## src/hw/rtl/hed_pkg.sv

```systemverilog
package hed_pkg;

    localparam int MAX_WINDOW_DEF = 33;
    localparam int NAME_LEN       = 6;
    localparam int NUM_NAMES      = 49;

    localparam logic [7:0] CH_AMP  = 8'h26;
    localparam logic [7:0] CH_SEMI = 8'h3B;
    localparam logic [7:0] CH_HASH = 8'h23;
    localparam logic [7:0] CH_X_LO = 8'h78;
    localparam logic [7:0] CH_X_UP = 8'h58;

    localparam logic [20:0] CP_MAX  = 21'h10FFFF;
    localparam logic [20:0] CP_SAT  = 21'h1FFFFF;
    localparam logic [20:0] SURR_LO = 21'h00D800;
    localparam logic [20:0] SURR_HI = 21'h00DFFF;

    // Entity names, right-justified, last character in the low byte.
    localparam logic [8*NAME_LEN-1:0] NAME_TAB [NUM_NAMES] = '{
        "amp", "lt", "gt", "quot", "apos", "nbsp", "copy", "reg",
        "trade", "hellip", "mdash", "ndash", "lsquo", "rsquo", "ldquo", "rdquo",
        "laquo", "raquo", "bull", "middot", "dagger", "deg", "plusmn", "times",
        "divide", "minus", "ne", "le", "ge", "larr", "rarr", "harr",
        "darr", "uarr", "euro", "pound", "yen", "cent", "sect", "para",
        "frac12", "frac14", "frac34", "ensp", "emsp", "thinsp",
        "shy", "zwj", "zwnj"
    };

    // Code point of each name; zero emits nothing.
    localparam logic [20:0] CP_TAB [NUM_NAMES] = '{
        21'h26, 21'h3C, 21'h3E, 21'h22, 21'h27, 21'h20, 21'hA9, 21'hAE,
        21'h2122, 21'h2026, 21'h2014, 21'h2013, 21'h2018, 21'h2019, 21'h201C, 21'h201D,
        21'hAB, 21'hBB, 21'h2022, 21'hB7, 21'h2020, 21'hB0, 21'hB1, 21'hD7,
        21'hF7, 21'h2212, 21'h2260, 21'h2264, 21'h2265, 21'h2190, 21'h2192, 21'h2194,
        21'h2193, 21'h2191, 21'h20AC, 21'hA3, 21'hA5, 21'hA2, 21'hA7, 21'hB6,
        21'hBD, 21'hBC, 21'hBE, 21'h20, 21'h20, 21'h20,
        21'h0, 21'h0, 21'h0
    };

    typedef enum logic [3:0] {
        OP_NONE,
        OP_LOAD_IN,
        OP_Q_READ,
        OP_Q_LATCH,
        OP_PASS,
        OP_START,
        OP_CAPT,
        OP_RESOLVE,
        OP_EMIT,
        OP_FAIL_AMP,
        OP_FAIL_RD,
        OP_FAIL_WR,
        OP_LAST
    } t_op;

    typedef struct packed {
        t_op  op;
        logic trig;
    } t_cmd;

    typedef struct packed {
        logic capturing;
        logic is_amp;
        logic is_semi;
        logic len_zero;
        logic len_full;
        logic resolve_ok;
        logic emit_done;
        logic q_empty;
        logic pend_valid;
        logic can_push;
    } t_stat;

    typedef struct packed {
        logic [31:0] bytes;
        logic [2:0]  cnt;
    } t_utf8;

    typedef struct packed {
        logic        hit;
        logic [20:0] cp;
    } t_name_hit;

    function automatic logic [2:0] name_len(input logic [8*NAME_LEN-1:0] n);
        logic [2:0] c;
        c = '0;
        for (int k = 0; k < NAME_LEN; k++) begin
            if (n[8*k +: 8] != 8'h00) c = c + 3'd1;
        end
        return c;
    endfunction

    // Match the first body bytes against the name table.
    function automatic t_name_hit name_lookup(input logic [NAME_LEN-1:0][7:0] sh,
                                              input logic [2:0] len);
        logic [8*NAME_LEN-1:0] key;
        t_name_hit r;
        key = '0;
        r   = '0;
        for (int k = 0; k < NAME_LEN; k++) begin
            if (3'(k) < len) key = {key[8*NAME_LEN-9:0], sh[k]};
        end
        for (int e = 0; e < NUM_NAMES; e++) begin
            if (!r.hit && NAME_TAB[e] == key && name_len(NAME_TAB[e]) == len) begin
                r.hit = 1'b1;
                r.cp  = CP_TAB[e];
            end
        end
        return r;
    endfunction

    // Encode a code point, first byte in the low byte.
    function automatic t_utf8 utf8_encode(input logic [20:0] v);
        t_utf8 r;
        r = '0;
        if (v < 21'h80) begin
            r.bytes[7:0] = v[7:0];
            r.cnt        = 3'd1;
        end else if (v < 21'h800) begin
            r.bytes[7:0]  = 8'hC0 | {3'b000, v[10:6]};
            r.bytes[15:8] = 8'h80 | {2'b00, v[5:0]};
            r.cnt         = 3'd2;
        end else if (v < 21'h10000) begin
            r.bytes[7:0]   = 8'hE0 | {4'b0000, v[15:12]};
            r.bytes[15:8]  = 8'h80 | {2'b00, v[11:6]};
            r.bytes[23:16] = 8'h80 | {2'b00, v[5:0]};
            r.cnt          = 3'd3;
        end else begin
            r.bytes[7:0]   = 8'hF0 | {5'b00000, v[20:18]};
            r.bytes[15:8]  = 8'h80 | {2'b00, v[17:12]};
            r.bytes[23:16] = 8'h80 | {2'b00, v[11:6]};
            r.bytes[31:24] = 8'h80 | {2'b00, v[5:0]};
            r.cnt          = 3'd4;
        end
        return r;
    endfunction

endpackage

```

## src/hw/rtl/hed_ram.sv

```systemverilog
module hed_ram #(
    parameter int WIDTH  = 8,
    parameter int DEPTH  = 32,
    parameter int ADDR_W = $clog2(DEPTH)
) (
    input  logic              i_clk,
    input  logic              i_we,
    input  logic [ADDR_W-1:0] i_waddr,
    input  logic [WIDTH-1:0]  i_wdata,
    input  logic              i_re,
    input  logic [ADDR_W-1:0] i_raddr,
    output logic [WIDTH-1:0]  o_rdata
);

    logic [WIDTH-1:0] r_mem [DEPTH];
    logic [WIDTH-1:0] r_rdata;

    // Write one entry, register one read.
    always_ff @(posedge i_clk) begin
        if (i_we) r_mem[i_waddr] <= i_wdata;
        if (i_re) r_rdata <= r_mem[i_raddr];
    end

    assign o_rdata = r_rdata;

endmodule

```

## src/hw/rtl/hed_ctrl.sv

```systemverilog
module hed_ctrl (
    input  logic          i_clk,
    input  logic          i_rst_n,
    input  logic          i_in_valid,
    input  logic          i_in_op,
    input  hed_pkg::t_stat i_stat,
    output logic          o_in_ready,
    output hed_pkg::t_cmd o_cmd
);

    typedef enum logic [3:0] {
        S_IDLE,
        S_BYTE,
        S_FAIL,
        S_FRD,
        S_FWR,
        S_EMIT,
        S_NEXT,
        S_QWAIT,
        S_DONE
    } t_state;

    t_state r_state, n_state;
    logic   r_flush, n_flush;
    logic   r_trig, n_trig;

    // Sequence one byte at a time: pass, capture, resolve, emit or replay.
    always_comb begin
        n_state      = r_state;
        n_flush      = r_flush;
        n_trig       = r_trig;
        o_cmd.op     = hed_pkg::OP_NONE;
        o_cmd.trig   = r_trig;
        unique case (r_state)
            S_IDLE: begin
                if (i_in_valid) begin
                    o_cmd.op = hed_pkg::OP_LOAD_IN;
                    n_flush  = i_in_op;
                    n_state  = i_in_op ? S_NEXT : S_BYTE;
                end
            end
            S_BYTE: begin
                if (!i_stat.capturing) begin
                    if (i_stat.is_amp) begin
                        o_cmd.op = hed_pkg::OP_START;
                        n_state  = S_NEXT;
                    end else if (i_stat.can_push) begin
                        o_cmd.op = hed_pkg::OP_PASS;
                        n_state  = S_NEXT;
                    end
                end else if (i_stat.is_semi) begin
                    if (i_stat.resolve_ok) begin
                        o_cmd.op = hed_pkg::OP_RESOLVE;
                        n_state  = S_EMIT;
                    end else begin
                        n_trig  = 1'b1;
                        n_state = S_FAIL;
                    end
                end else if (!i_stat.len_full) begin
                    o_cmd.op = hed_pkg::OP_CAPT;
                    n_state  = S_NEXT;
                end else begin
                    n_trig  = 1'b1;
                    n_state = S_FAIL;
                end
            end
            S_FAIL: begin
                if (i_stat.can_push) begin
                    o_cmd.op = hed_pkg::OP_FAIL_AMP;
                    n_state  = S_FRD;
                end
            end
            S_FRD: begin
                if (i_stat.len_zero) begin
                    n_state = S_NEXT;
                end else begin
                    o_cmd.op = hed_pkg::OP_FAIL_RD;
                    n_state  = S_FWR;
                end
            end
            S_FWR: begin
                o_cmd.op = hed_pkg::OP_FAIL_WR;
                n_state  = S_FRD;
            end
            S_EMIT: begin
                if (i_stat.emit_done) begin
                    n_state = S_NEXT;
                end else if (i_stat.can_push) begin
                    o_cmd.op = hed_pkg::OP_EMIT;
                end
            end
            S_NEXT: begin
                if (!i_stat.q_empty) begin
                    o_cmd.op = hed_pkg::OP_Q_READ;
                    n_state  = S_QWAIT;
                end else if (r_flush && i_stat.capturing) begin
                    n_trig  = 1'b0;
                    n_state = S_FAIL;
                end else begin
                    n_state = S_DONE;
                end
            end
            S_QWAIT: begin
                o_cmd.op = hed_pkg::OP_Q_LATCH;
                n_state  = S_BYTE;
            end
            S_DONE: begin
                if (!i_stat.pend_valid) begin
                    n_state = S_IDLE;
                end else if (i_stat.can_push) begin
                    o_cmd.op = hed_pkg::OP_LAST;
                    n_state  = S_IDLE;
                end
            end
            default: n_state = S_IDLE;
        endcase
    end

    // Hold state and item flags.
    always_ff @(posedge i_clk) begin
        if (!i_rst_n) begin
            r_state <= S_IDLE;
            r_flush <= 1'b0;
            r_trig  <= 1'b0;
        end else begin
            r_state <= n_state;
            r_flush <= n_flush;
            r_trig  <= n_trig;
        end
    end

    assign o_in_ready = (r_state == S_IDLE);

endmodule

```

## src/hw/rtl/hed_dp.sv

```systemverilog
module hed_dp #(
    parameter int MAX_WINDOW = hed_pkg::MAX_WINDOW_DEF
) (
    input  logic           i_clk,
    input  logic           i_rst_n,
    input  hed_pkg::t_cmd  i_cmd,
    input  logic [7:0]     i_in_byte,
    output hed_pkg::t_stat o_stat,
    output logic           o_out_valid,
    input  logic           i_out_ready,
    output logic [7:0]     o_out_byte,
    output logic           o_out_last
);

    localparam int BODY   = MAX_WINDOW - 1;
    localparam int LW     = $clog2(MAX_WINDOW);
    localparam int CAW    = $clog2(BODY);
    localparam int QAW    = $clog2(MAX_WINDOW + 1);
    localparam int QDEPTH = 2 ** QAW;

    logic [7:0]    r_cur;
    logic          r_capturing;
    logic [LW-1:0] r_len;
    logic [hed_pkg::NAME_LEN-1:0][7:0] r_sh;
    logic          r_num, r_hex, r_ndig, r_bad, r_sat;
    logic [20:0]   r_acc;
    logic [31:0]   r_emit;
    logic [2:0]    r_ecnt;
    logic [QAW-1:0] r_qh;
    logic          r_pend_v;
    logic [7:0]    r_pend_b;
    logic          r_ov;
    logic [7:0]    r_ob;
    logic          r_ol;

    logic [LW-1:0] len_m1;
    logic [2:0]    len_name;
    logic          is_dec, is_hl, is_hu, dig_ok;
    logic [3:0]    dval;
    logic [24:0]   acc_mul, acc_nxt;
    logic          num_ok, resolve_ok;
    logic [20:0]   res_cp;
    hed_pkg::t_name_hit name_hit;
    hed_pkg::t_utf8     enc;
    logic          push_en;
    logic [7:0]    push_byte;
    logic          can_push;
    logic [7:0]    cap_rdata, q_rdata;
    logic          q_we;
    logic [7:0]    q_wdata;

    assign len_m1   = r_len - 1'b1;
    assign len_name = (r_len <= LW'(hed_pkg::NAME_LEN)) ? r_len[2:0] : 3'd7;

    // Decode a digit of the running numeric body.
    assign is_dec  = (r_cur >= 8'h30) && (r_cur <= 8'h39);
    assign is_hl   = r_hex && (r_cur >= 8'h61) && (r_cur <= 8'h66);
    assign is_hu   = r_hex && (r_cur >= 8'h41) && (r_cur <= 8'h46);
    assign dig_ok  = is_dec || is_hl || is_hu;
    assign dval    = is_dec ? r_cur[3:0] : r_cur[3:0] + 4'd9;
    assign acc_mul = r_hex ? {r_acc, 4'b0000}
                           : ({1'b0, r_acc, 3'b000} + {3'b000, r_acc, 1'b0});
    assign acc_nxt = acc_mul + 25'(dval);

    // Resolve the body on the closing semicolon.
    assign name_hit   = hed_pkg::name_lookup(r_sh, len_name);
    assign num_ok     = r_ndig && !r_bad && !r_sat && (r_acc != '0)
                        && !((r_acc >= hed_pkg::SURR_LO) && (r_acc <= hed_pkg::SURR_HI));
    assign resolve_ok = r_num ? num_ok : name_hit.hit;
    assign res_cp     = r_num ? r_acc : name_hit.cp;
    assign enc        = hed_pkg::utf8_encode(res_cp);

    assign can_push = !r_ov || i_out_ready;

    // Pick the byte to push toward the output.
    always_comb begin
        push_en   = 1'b0;
        push_byte = r_cur;
        unique case (i_cmd.op)
            hed_pkg::OP_PASS: push_en = 1'b1;
            hed_pkg::OP_EMIT: begin
                push_en   = 1'b1;
                push_byte = r_emit[7:0];
            end
            hed_pkg::OP_FAIL_AMP: begin
                push_en   = 1'b1;
                push_byte = hed_pkg::CH_AMP;
            end
            default: push_en = 1'b0;
        endcase
    end

    // Capture, numeric accumulation, replay and emit bookkeeping.
    always_ff @(posedge i_clk) begin
        if (!i_rst_n) begin
            r_capturing <= 1'b0;
            r_len       <= '0;
            r_qh        <= '0;
            r_ecnt      <= '0;
        end else begin
            unique case (i_cmd.op)
                hed_pkg::OP_LOAD_IN: r_cur <= i_in_byte;
                hed_pkg::OP_Q_READ:  r_qh <= r_qh + 1'b1;
                hed_pkg::OP_Q_LATCH: r_cur <= q_rdata;
                hed_pkg::OP_START: begin
                    r_capturing <= 1'b1;
                    r_len       <= '0;
                    r_num       <= 1'b0;
                    r_hex       <= 1'b0;
                    r_ndig      <= 1'b0;
                    r_bad       <= 1'b0;
                    r_sat       <= 1'b0;
                    r_acc       <= '0;
                end
                hed_pkg::OP_CAPT: begin
                    r_len <= r_len + 1'b1;
                    if (r_len < LW'(hed_pkg::NAME_LEN)) r_sh[r_len[2:0]] <= r_cur;
                    if (r_len == '0) begin
                        r_num <= (r_cur == hed_pkg::CH_HASH);
                    end else if (r_num) begin
                        if (r_len == LW'(1)
                            && (r_cur == hed_pkg::CH_X_LO || r_cur == hed_pkg::CH_X_UP)) begin
                            r_hex <= 1'b1;
                        end else if (!dig_ok) begin
                            r_bad <= 1'b1;
                        end else begin
                            r_ndig <= 1'b1;
                            if (!r_sat) begin
                                if (acc_nxt > 25'(hed_pkg::CP_MAX)) begin
                                    r_sat <= 1'b1;
                                    r_acc <= hed_pkg::CP_SAT;
                                end else begin
                                    r_acc <= acc_nxt[20:0];
                                end
                            end
                        end
                    end
                end
                hed_pkg::OP_RESOLVE: begin
                    r_capturing <= 1'b0;
                    r_len       <= '0;
                    r_emit      <= enc.bytes;
                    r_ecnt      <= (res_cp == '0) ? 3'd0 : enc.cnt;
                end
                hed_pkg::OP_EMIT: begin
                    r_emit <= {8'h00, r_emit[31:8]};
                    r_ecnt <= r_ecnt - 3'd1;
                end
                hed_pkg::OP_FAIL_AMP: begin
                    r_capturing <= 1'b0;
                    if (i_cmd.trig) r_qh <= r_qh - 1'b1;
                end
                hed_pkg::OP_FAIL_RD: r_len <= len_m1;
                hed_pkg::OP_FAIL_WR: r_qh <= r_qh - 1'b1;
                default: r_len <= r_len;
            endcase
        end
    end

    // Hold one byte back so the last byte of an item can carry tlast.
    always_ff @(posedge i_clk) begin
        if (!i_rst_n) begin
            r_ov     <= 1'b0;
            r_pend_v <= 1'b0;
        end else begin
            if (push_en) begin
                if (r_pend_v) begin
                    r_ov <= 1'b1;
                    r_ob <= r_pend_b;
                    r_ol <= 1'b0;
                end else if (i_out_ready) begin
                    r_ov <= 1'b0;
                end
                r_pend_v <= 1'b1;
                r_pend_b <= push_byte;
            end else if (i_cmd.op == hed_pkg::OP_LAST) begin
                r_ov     <= 1'b1;
                r_ob     <= r_pend_b;
                r_ol     <= 1'b1;
                r_pend_v <= 1'b0;
            end else if (i_out_ready) begin
                r_ov <= 1'b0;
            end
        end
    end

    // Capture buffer: written at the fill point, read back in reverse on failure.
    hed_ram #(
        .WIDTH  (8),
        .DEPTH  (BODY),
        .ADDR_W (CAW)
    ) u_cap_ram (
        .i_clk   (i_clk),
        .i_we    (i_cmd.op == hed_pkg::OP_CAPT),
        .i_waddr (r_len[CAW-1:0]),
        .i_wdata (r_cur),
        .i_re    (i_cmd.op == hed_pkg::OP_FAIL_RD),
        .i_raddr (len_m1[CAW-1:0]),
        .o_rdata (cap_rdata)
    );

    // Replay queue: failures push at the front, replay pops from the front.
    assign q_we    = (i_cmd.op == hed_pkg::OP_FAIL_AMP && i_cmd.trig)
                     || (i_cmd.op == hed_pkg::OP_FAIL_WR);
    assign q_wdata = (i_cmd.op == hed_pkg::OP_FAIL_WR) ? cap_rdata : r_cur;

    hed_ram #(
        .WIDTH  (8),
        .DEPTH  (QDEPTH),
        .ADDR_W (QAW)
    ) u_q_ram (
        .i_clk   (i_clk),
        .i_we    (q_we),
        .i_waddr (r_qh - 1'b1),
        .i_wdata (q_wdata),
        .i_re    (i_cmd.op == hed_pkg::OP_Q_READ),
        .i_raddr (r_qh),
        .o_rdata (q_rdata)
    );

    assign o_stat.capturing  = r_capturing;
    assign o_stat.is_amp     = (r_cur == hed_pkg::CH_AMP);
    assign o_stat.is_semi    = (r_cur == hed_pkg::CH_SEMI);
    assign o_stat.len_zero   = (r_len == '0);
    assign o_stat.len_full   = (r_len == LW'(BODY));
    assign o_stat.resolve_ok = resolve_ok;
    assign o_stat.emit_done  = (r_ecnt == 3'd0);
    assign o_stat.q_empty    = (r_qh == '0);
    assign o_stat.pend_valid = r_pend_v;
    assign o_stat.can_push   = can_push;

    assign o_out_valid = r_ov;
    assign o_out_byte  = r_ob;
    assign o_out_last  = r_ol;

endmodule

```

## src/hw/rtl/html_entity_stream_decoder.sv

```systemverilog
// HTML character reference decoder for a byte stream.
// Input channel s_axis: tdata[7:0] is a text byte, tuser=1 marks end of text
// (flushes a pending reference; tdata is then ignored). Output channel m_axis:
// tdata[7:0] is a decoded byte, tlast marks the final byte produced by one
// input beat; an input beat may produce no bytes at all.
// One input beat is taken at a time; s_axis_tready stays low until the block
// is through with it. A failed reference emits '&' and pushes the trigger
// byte, if any, and the body, read back in reverse from the capture buffer,
// onto the front of the replay queue; the capture buffer and replay queue
// each have a single read port.
// Each output byte is held until the next byte or the beat's end sets tlast.
// Reset clears the capture, the replay queue and the output register; the
// block accepts input in the first cycle after reset.
// When m_axis stalls, decoding stops at the next output byte and resumes once
// the output register frees; nothing is dropped.
module html_entity_stream_decoder #(
    parameter int MAX_WINDOW = hed_pkg::MAX_WINDOW_DEF
) (
    input  logic       i_clk,
    input  logic       i_rst_n,
    input  logic       s_axis_tvalid,
    output logic       s_axis_tready,
    input  logic [7:0] s_axis_tdata,   // [7:0] data_byte
    input  logic       s_axis_tuser,   // [0] opcode
    output logic       m_axis_tvalid,
    input  logic       m_axis_tready,
    output logic [7:0] m_axis_tdata,   // [7:0] out_byte
    output logic       m_axis_tlast
);

    hed_pkg::t_cmd  cmd;
    hed_pkg::t_stat stat;

    hed_ctrl u_ctrl (
        .i_clk      (i_clk),
        .i_rst_n    (i_rst_n),
        .i_in_valid (s_axis_tvalid),
        .i_in_op    (s_axis_tuser),
        .i_stat     (stat),
        .o_in_ready (s_axis_tready),
        .o_cmd      (cmd)
    );

    hed_dp #(
        .MAX_WINDOW (MAX_WINDOW)
    ) u_dp (
        .i_clk       (i_clk),
        .i_rst_n     (i_rst_n),
        .i_cmd       (cmd),
        .i_in_byte   (s_axis_tdata),
        .o_stat      (stat),
        .o_out_valid (m_axis_tvalid),
        .i_out_ready (m_axis_tready),
        .o_out_byte  (m_axis_tdata),
        .o_out_last  (m_axis_tlast)
    );

endmodule

```

## config.mk

```make
export PLATFORM = sky130hd
export DESIGN_NAME = html_entity_stream_decoder
export DESIGN_NICKNAME = d
export VERILOG_FILES = /design/src/hw/rtl/hed_pkg.sv /design/src/hw/rtl/hed_ram.sv /design/src/hw/rtl/hed_ctrl.sv /design/src/hw/rtl/hed_dp.sv /design/src/hw/rtl/html_entity_stream_decoder.sv
export SDC_FILE = /design/constraint.sdc
export NUM_CORES = 1
export LEC_CHECK = 0
export BUFFER_PORTS_ARGS = -buffer_cell sky130_fd_sc_hd__buf_2
export CAP_MARGIN = 25
export CELL_PAD_IN_SITES_DETAIL_PLACEMENT = 1
export CELL_PAD_IN_SITES_GLOBAL_PLACEMENT = 1
export CORE_ASPECT_RATIO = 2
export CORE_MARGIN = 3
export CORE_UTILIZATION = 55
export CTS_CLUSTER_DIAMETER = 60
export DETAILED_ROUTE_END_ITERATION = 10
export PLACE_DENSITY_LB_ADDON = 0.1
export SYNTH_ARGS = -nofsm -noshare
export SYNTH_HDL_FRONTEND = slang
export SYNTH_SLANG_ARGS = --single-unit
```

## constraint.sdc

```tcl
create_clock -name i_clk -period 7.6 [get_ports i_clk]
set_clock_uncertainty 0.2 [all_clocks]
set_input_delay 1.52 -clock i_clk [delete_from_list [all_inputs] [get_ports i_clk]]
set_output_delay 1.52 -clock i_clk [all_outputs]
set_load 0.1 [all_outputs]
```

# Word-level counts from Yosys, hierarchy flattened
# Memory sizes are Yosys's and may differ from the RTL's. A register that Yosys moved wholly into a read port is not among the register bits.
# Index checks and enable logic that the tools add are counted.
# Widths: inputs -> output; s select.
[word_totals]
regBits = 155
mem_bits_rw = 768
out_inout_bits = 11
n_memories = 2
[memory_table]
columns = ["name", "words", "word_bits", "rd", "rd_clocked_by_memory_dff", "write_ports", "line", "source"]
rows = [
  ["u_dp.u_q_ram.r_mem", 64, 8, 1, 1, 1, "hed_ram.sv:15", "logic [WIDTH-1:0] r_mem [DEPTH];"],
  ["u_dp.u_cap_ram.r_mem", 32, 8, 1, 1, 1, "hed_ram.sv:15", ""],
]
[classes]
addsub = 8
n_lt_le_gt_ge = 22
n_eq_ne = 101
mux = 164
n_reduce_logical = 199
[op_table]
columns = ["op", "n"]
rows = [
  ["$mux 22", 49],
  ["$eq 31x48->1 const A", 17],
  ["$eq 39x48->1 const A", 12],
  ["$eq 47x48->1 const A", 9],
  ["$eq 23x48->1 const A", 6],
  ["$eq 15x48->1 const A", 5],
  ["$mux 48", 4],
  ["$mux 21", 7],
  ["$logic_and 1x1->1", 111],
  ["$mux 4", 21],
  ["$pmux 4 s9", 2],
  ["$pmux 32 s2", 1],
  ["$mux 8", 7],
  ["$logic_not 1->1", 52],
  ["$mux 25", 2],
  ["$bwmux 48", 1],
  ["$pmux 21 s2", 1],
  ["$mux 1", 40],
  ["$pmux 6 s3", 2],
  ["$eq 4x3->1 const B", 8],
  ["$mux 16", 2],
  ["$pmux 8 s2", 2],
  ["$add 24x22->25", 1],
  ["$add 25x4->25", 1],
  ["59 further kinds", 131],
]

# Longest topological paths before layout
[depth]
ltp_word = 214
ltp_mapped = 21
mapped_depth_nobuf = 20

# By module
# From an unflattened synthesis, not the netlist that was laid out.
[unflattened]
hier_cells = 3065
hier_area_um2 = 44390.1
[modules_own_cells]
columns = ["module", "instances", "cells_each", "area_each_um2", "seq_area_each_um2"]
rows = [
  ["hed_ram (u_dp.u_q_ram)", 1, 972, 20270.7, 15615.0],
  ["hed_dp", 1, 1577, 13257.7, 4204.0],
  ["hed_ram (u_dp.u_cap_ram)", 1, 417, 10133.5, 7927.6],
  ["hed_ctrl", 1, 99, 728.2, 120.1],
]

# Worst setup path before layout
# No wires, ideal clock.
[synth_timing]
path_kind = "reg-to-reg"
start = "reg u_dp.r_len[1]"
end = "reg u_dp.r_emit[0], enable pin"
arrival_time_ps = 5342
required_time_ps = 6975
slack_ps = 1633
path_stages_with_launch = 17
cell_sequence = "dfxtp_1 > buf_4 > or4b_1 > buf_2 > or3_4 > a31o_1 > a22oi_2 > nand2_2 > or4_4 > or3_1 > buf_2 > o31ai_2 > nor4_1 > nand3_2 > o2111ai_4 > buf_6 > a21oi_1"
[synth_between]
elab_chain_len = 212
[synth_rtl]
columns = ["element", "line", "source"]
rows = [
  ["start: declaration", "hed_dp.sv:23", "logic [LW-1:0] r_len;"],
  ["start signal: assignment", "hed_dp.sv:116", "r_len <= r_len + 1'b1;"],
  ["start signal: assignment", "hed_dp.sv:153", "hed_pkg::OP_FAIL_RD: r_len <= len_m1;"],
  ["start signal: assignment", "hed_dp.sv:155", "default: r_len <= r_len;"],
  ["$le 6x3->1", "hed_dp.sv:53", "assign len_name = (r_len <= LW'(hed_pkg::NAME_LEN)) ? r_len[2:0] : 3'd7;"],
  ["$mux 3", "hed_dp.sv:53", ""],
  ["$lt 1x3->1", "hed_pkg.sv:101", "if (3'(k) < len) key = {key[8*NAME_LEN-9:0], sh[k]};"],
  ["$mux 8", "hed_pkg.sv:101", ""],
  ["$mux 16", "hed_pkg.sv:101", ""],
  ["$mux 48 (4 in series)", "hed_pkg.sv:101", ""],
  ["$eq 23x48->1", "hed_pkg.sv:104", "if (!r.hit && NAME_TAB[e] == key && name_len(NAME_TAB[e]) == len) begin"],
  ["$logic_and 1x1->1", "hed_pkg.sv:104", ""],
  ["[... 193 more ...]", "n/a", ""],
  ["$mux 1", "hed_dp.sv:69", "assign resolve_ok = r_num ? num_ok : name_hit.hit;"],
  ["$mux 3", "hed_ctrl.sv:52", "if (i_stat.resolve_ok) begin"],
  ["$mux 4", "hed_ctrl.sv:51", "end else if (i_stat.is_semi) begin"],
  ["$mux 4", "hed_ctrl.sv:43", "if (!i_stat.capturing) begin"],
  ["$pmux 4 s9 (*)", "hed_ctrl.sv:34", "unique case (r_state)"],
  ["$eq 4x3->1 or $eq 4x4->1 (tied branches)", "hed_dp.sv:101", "unique case (i_cmd.op)"],
  ["$reduce_bool 2->1 (no source line) (*)", "n/a", ""],
  ["$reduce_and 2->1 (no source line) (*)", "n/a", ""],
  ["end signal: assignment", "hed_dp.sv:142", "r_emit <= enc.bytes;"],
  ["end signal: assignment", "hed_dp.sv:146", "r_emit <= {8'h00, r_emit[31:8]};"],
  ["end: declaration", "hed_dp.sv:27", "logic [31:0] r_emit;"],
]
# Mark *: on every way between the ends. The rest lies on a longest branch, timed or not.
# A chain may end at the register's enable or synchronous reset.

# Worst setup path after layout
[layout_timing]
start = "reg u_dp.r_len[2]"
end = "mem u_dp.u_q_ram.r_mem[35][3], enable pin"
[layout_between]
elab_chain_len = 214
[layout_rtl]
columns = ["element", "line", "source"]
rows = [
  ["$le 6x3->1", "hed_dp.sv:53", ""],
  ["$mux 3", "hed_dp.sv:53", ""],
  ["$lt 1x3->1", "hed_pkg.sv:101", ""],
  ["$mux 8", "hed_pkg.sv:101", ""],
  ["$mux 16", "hed_pkg.sv:101", ""],
  ["$mux 48 (4 in series)", "hed_pkg.sv:101", ""],
  ["$eq 23x48->1", "hed_pkg.sv:104", ""],
  ["$logic_and 1x1->1", "hed_pkg.sv:104", ""],
  ["[... 195 more ...]", "n/a", ""],
  ["$mux 4", "hed_ctrl.sv:51", ""],
  ["$mux 4", "hed_ctrl.sv:43", ""],
  ["$pmux 4 s9 (*)", "hed_ctrl.sv:34", ""],
  ["$eq 4x4->1", "hed_dp.sv:203", "assign q_we = (i_cmd.op == hed_pkg::OP_FAIL_AMP && i_cmd.trig)"],
  ["$logic_and 1x1->1", "hed_dp.sv:203", ""],
  ["$logic_or 1x1->1 (*)", "hed_dp.sv:204", "|| (i_cmd.op == hed_pkg::OP_FAIL_WR);"],
  ["$mux 1 (*)", "hed_ram.sv:20", "if (i_we) r_mem[i_waddr] <= i_wdata;"],
  ["$mux 1 (not written as such) (*)", "hed_ram.sv:20", ""],
  ["end: declaration", "hed_ram.sv:15", ""],
]
# Marked as above.

==> flow_summary_export.csv <==
group,metric,value,unit
global_route,grt_usage,0.3543,
die,pin_count,24,
critical_path,crit_path_max_incr_delay,870,ps
die,placementRows,145,
layout,synthToLayoutAreaGrowth,10.25,%
synth,synth-xor-area-share,0.008011,
timing,worst_pin_slew,1173,ps
placement,gp_congestion,1.034,
worst_hold_path,hp-start,"u_dp.r_pend_b[5]",
timing,setup_viol,0,
clock_tree,htreeDepth,3,
layout,layout_commonest_cell,"edfxtp_1",
layout,final_nets,3012,
synth,synth_top_family_by_area,"multiplexers",
placement,dp_hpwl,102100,um
power_and_ir_drop,swShare,0.2703,
power_and_ir_drop,leakagePower,0.01520,uW
clock_tree,numCtsBuffers,78,
power_and_ir_drop,p_seq_frac,0.526,
synth,ys_top_cells_by_area,"edfxtp_1 63%, mux4_2 13%, nor2_1 2.0%, nand2_1 1.5%, a21oi_1 1.3%",
synth,synthMuxAreaShare,0.1353,
global_route,grt_max_degree,69,
critical_path,cp.arrival,7290,ps
critical_path,crit_path_frequent_cell,"buf_4",
power_and_ir_drop,share_clk_of_total_power,0.334,
synth,syn-num-nets,2920,
timing,hold_viol,0,
die,die_h,404.8,um
route,viasPerCell,6.977,
worst_hold_path,min_to,"u_dp.o_out_byte[5]",
clock_tree,cts.sinks,936,
global_route,grt_pass1_wl,210000,um
synth,netlist_instances,2869,
layout,layout_common_cells,"912 x edfxtp_1, 244 x mux4_2, 227 x nor2_1",
route,ant_nets,0,
clock_tree,cts_resized,0,
timing,min_period_over_period,0.9375,
synth,avgSynthCellArea,15.24,um^2
clock_tree,clk_latency,670,ps
timing,fin_tns_setup,0,ps
synth,synth_adder_area_share,0.01122,
critical_path,slowest_stage,"a21oi_1",
route,drc,0,
synth,synth_compound_area_frac,0.08266,
synth,synth-edff-count,912,
route,avgRoutedWirePerCell,35.58,um
power_and_ir_drop,combPwrFrac,0.141,
die,die_w,205.4,um
critical_path,path_cells,"or4b_1 -> nor2_2 -> o22ai_1 -> a311oi_1 -> o21ai_2 -> nand4bb_1 -> or4_1 -> a21oi_1 -> nor3_1 -> nand3_2 -> o2111ai_4 -> nand2_4 -> nand4_4 -> buf_4 -> nor2_1 -> buf_4",
synth,synth_flop_cell,"edfxtp_1",
route,firstDrtPassIters,8,
synth,yosysTopAreaCellShare,0.6263,
synth,yosysWarnings,0,
power_and_ir_drop,power.total,12100,uW
layout,drive_above_1_share,0.2162,
clock_tree,clock_path_buffers,3,
critical_path,critPathMaxFanout,30,
route,routed_wl,144200,um
timing,fin_crit,7125,ps
global_route,grt-ovfl-total,0,
die,dieArea,0.08313,mm^2
critical_path,r2r-start,"u_dp.r_len[2]",
critical_path,path_depth,16,
placement,port_buffers,23,
status,run_status,"complete, no violations",
power_and_ir_drop,powerDensity,250.9,mW/mm^2
die,coreArea,0.07838,mm^2
job,drv_cap,0,
clock_tree,postCtsHoldBufs,0,
synth,synthSimpleGateAreaFrac,0.1046,
clock_tree,clk_pin_slew,70,ps
route,via_count,28279,
critical_path,required,7770,ps
power_and_ir_drop,intPower,8828,uW
layout,multi_input_area,0.01503,mm^2
critical_path,r2r_setup_slack,480,ps
power_and_ir_drop,p_sw,3270,uW
layout,seqCellArea,0.02788,mm^2
global_route,antenna_found_initial,6,
timing,fmax,140.4,MHz
critical_path,critPathTopFamily,"simple AND/OR/NAND/NOR gates",
synth,yosysTopAreaCell,"edfxtp_1",
critical_path,start_kind,"register",
layout,fill_cells,7136,
synth,ys_seq_elements,936,
worst_hold_path,hp-class,"reg2reg",
synth,netlist_area,0.04373,mm^2
timing,slew_violations,0,
critical_path,path_buf_inv,2,
timing,maxSlewHeadroom,0.2125,
clock_tree,cts_setup_buffers,0,
worst_hold_path,holdPathStages,0,
critical_path,rr_endpoint,"u_dp.u_q_ram.r_mem[35][3]",
timing,rsz0062_at_grt,"no",
synth,ys_seq_area_frac,0.6373,
global_route,grt_pass1_vias,29763,
synth,async_flop_share,0,
clock_tree,root_buffer,"clkbuf_16",
critical_path,rr_worst_depth,16,
power_and_ir_drop,ir_drop,0.2936,mV
critical_path,critPathKind,"reg2reg",
synth,ys_types,121,
critical_path,crit_path_end_kind,"register",
die,start_util,0.5580,
clock_tree,cts_tree,"built",
route,first_iter_violations,2944,
critical_path,crit_start,"u_dp.r_len[2]",
## worst max-delay path by stage
stage	end	slack, ps
global placement	u_dp.r_pend_b[3]	1040
finish	u_dp.u_q_ram.r_mem[35][3]	480
global route	u_dp.u_q_ram.r_mem[37][2]	340
detailed placement	u_dp.r_pend_b[0]	990
floorplan	u_dp.r_emit[0]	1630
CTS	u_dp.r_pend_b[6]	970
## worst register-to-register path, delay by kind of cell (launching register included)
kind,cells,cell delay [ps]
buffers and inverters,2,490
and+or+nand+nor,9,3360
AOI/OAI and AO/OA,5,2070
DFF,1,710
## synthesized netlist by cell type (10+ instances only)
master and n:
a211oi_1 24, o31ai_1 18, o21ai_1 27, mux4_2 244
o21a_1 18, nor4_1 39, and3_1 22, buf_1 28
edfxtp_1 912, o22ai_1 11, clkbuf_1 86, o211ai_1 19
buf_2 32, a31oi_1 26, nor3_1 75, inv_1 37
and2_1 10, mux2i_1 16, nand2b_1 16, a22o_1 12
nand2_1 179, dfxtp_1 24, a21oi_1 111, or3_1 27
xor2_1 15, nand3_1 68, buf_4 13, ha_1 36
nor2_1 228, nand4_1 46, or4_1 20, o21ai_0 54
nor3b_1 20, nor2b_1 22, mux2_2 23, nand3b_1 13
a21o_1 18, xnor2_1 25
## logic make-up (layout without fill, tap and decap cells)
family	count (synthesis)	count (layout)
buffers and inverters	207	358
other	0	4
xor gates and xnor gates	40	40
muxes	283	283
AOI/OAI and AO/OA	498	498
DFF	936	936
and+or+nand+nor	867	867
adders and majority gates	38	38
## through the flow
stage / utilization / std cells / cell area [um^2] / worst slack, ps / hold WS (ps)
6_report: 0.6152 / 4053 / 48210 / 475.2 / 231.1
5_1_grt: 0.6150 / 4049 / 48200 / 336.9 / 244.6
4_1_cts: 0.6142 / 4043 / 48140 / 967.2 / 233.3
3_5_place_dp: 0.5817 / 3904 / 45590 / 985.6 / 216.2
3_3_place_gp: 0.5815 / 3901 / 45570 / 1044 / 208.9
2_1_floorplan: - / 2869 / 43730 / 1633 / 200.3
## final cells by class
cell class,count,share of cell area
Sequential cell,936,0.5783
Clock inverter,45,0.01111
Antenna cell,4,0.0002076
Multi-Input combinational cell,1726,0.3118
Tap cell,1029,0.02670
Inverter,41,0.003192
Timing Repair Buffer,178,0.02699
Clock buffer,94,0.04173
## metal layers
layer	vias up	part of all wire	global-route usage
met3	537	0.054	0.05475
met1	14506	0.32	0.3755
met2	1405	0.54	0.6306
met4	2	0.094	0.2610
met5	-	0.000090	0
li1	11829	-	-
## sequential cells by signal, indices dropped and copies added (netlist names), 3 cells and up
signal                  cells
u_dp.u_cap_ram.o_rdata      8
u_dp.r_acc                 21
u_dp.u_cap_ram.r_mem      256
u_dp.o_out_byte             8
u_dp.r_len                  6
u_dp.r_emit                29
u_dp.r_qh                   6
u_dp.r_ecnt                 3
u_dp.u_q_ram.r_mem        512
u_dp.u_q_ram.o_rdata        8
u_dp.r_sh                  48
u_dp.r_cur                  8
u_dp.r_pend_b               8
u_ctrl.r_state              4
## power by group through the flow
stage	logic, uW	registers [uW]	clock network [uW]
global placement	1620	6460	0
CTS	1700	6360	4090
detailed placement	1680	6470	0
finish	1700	6360	4040
global route	1810	6370	4280
floorplan	848	6560	0
No activity file was read; power rests on OpenSTA's default activity.
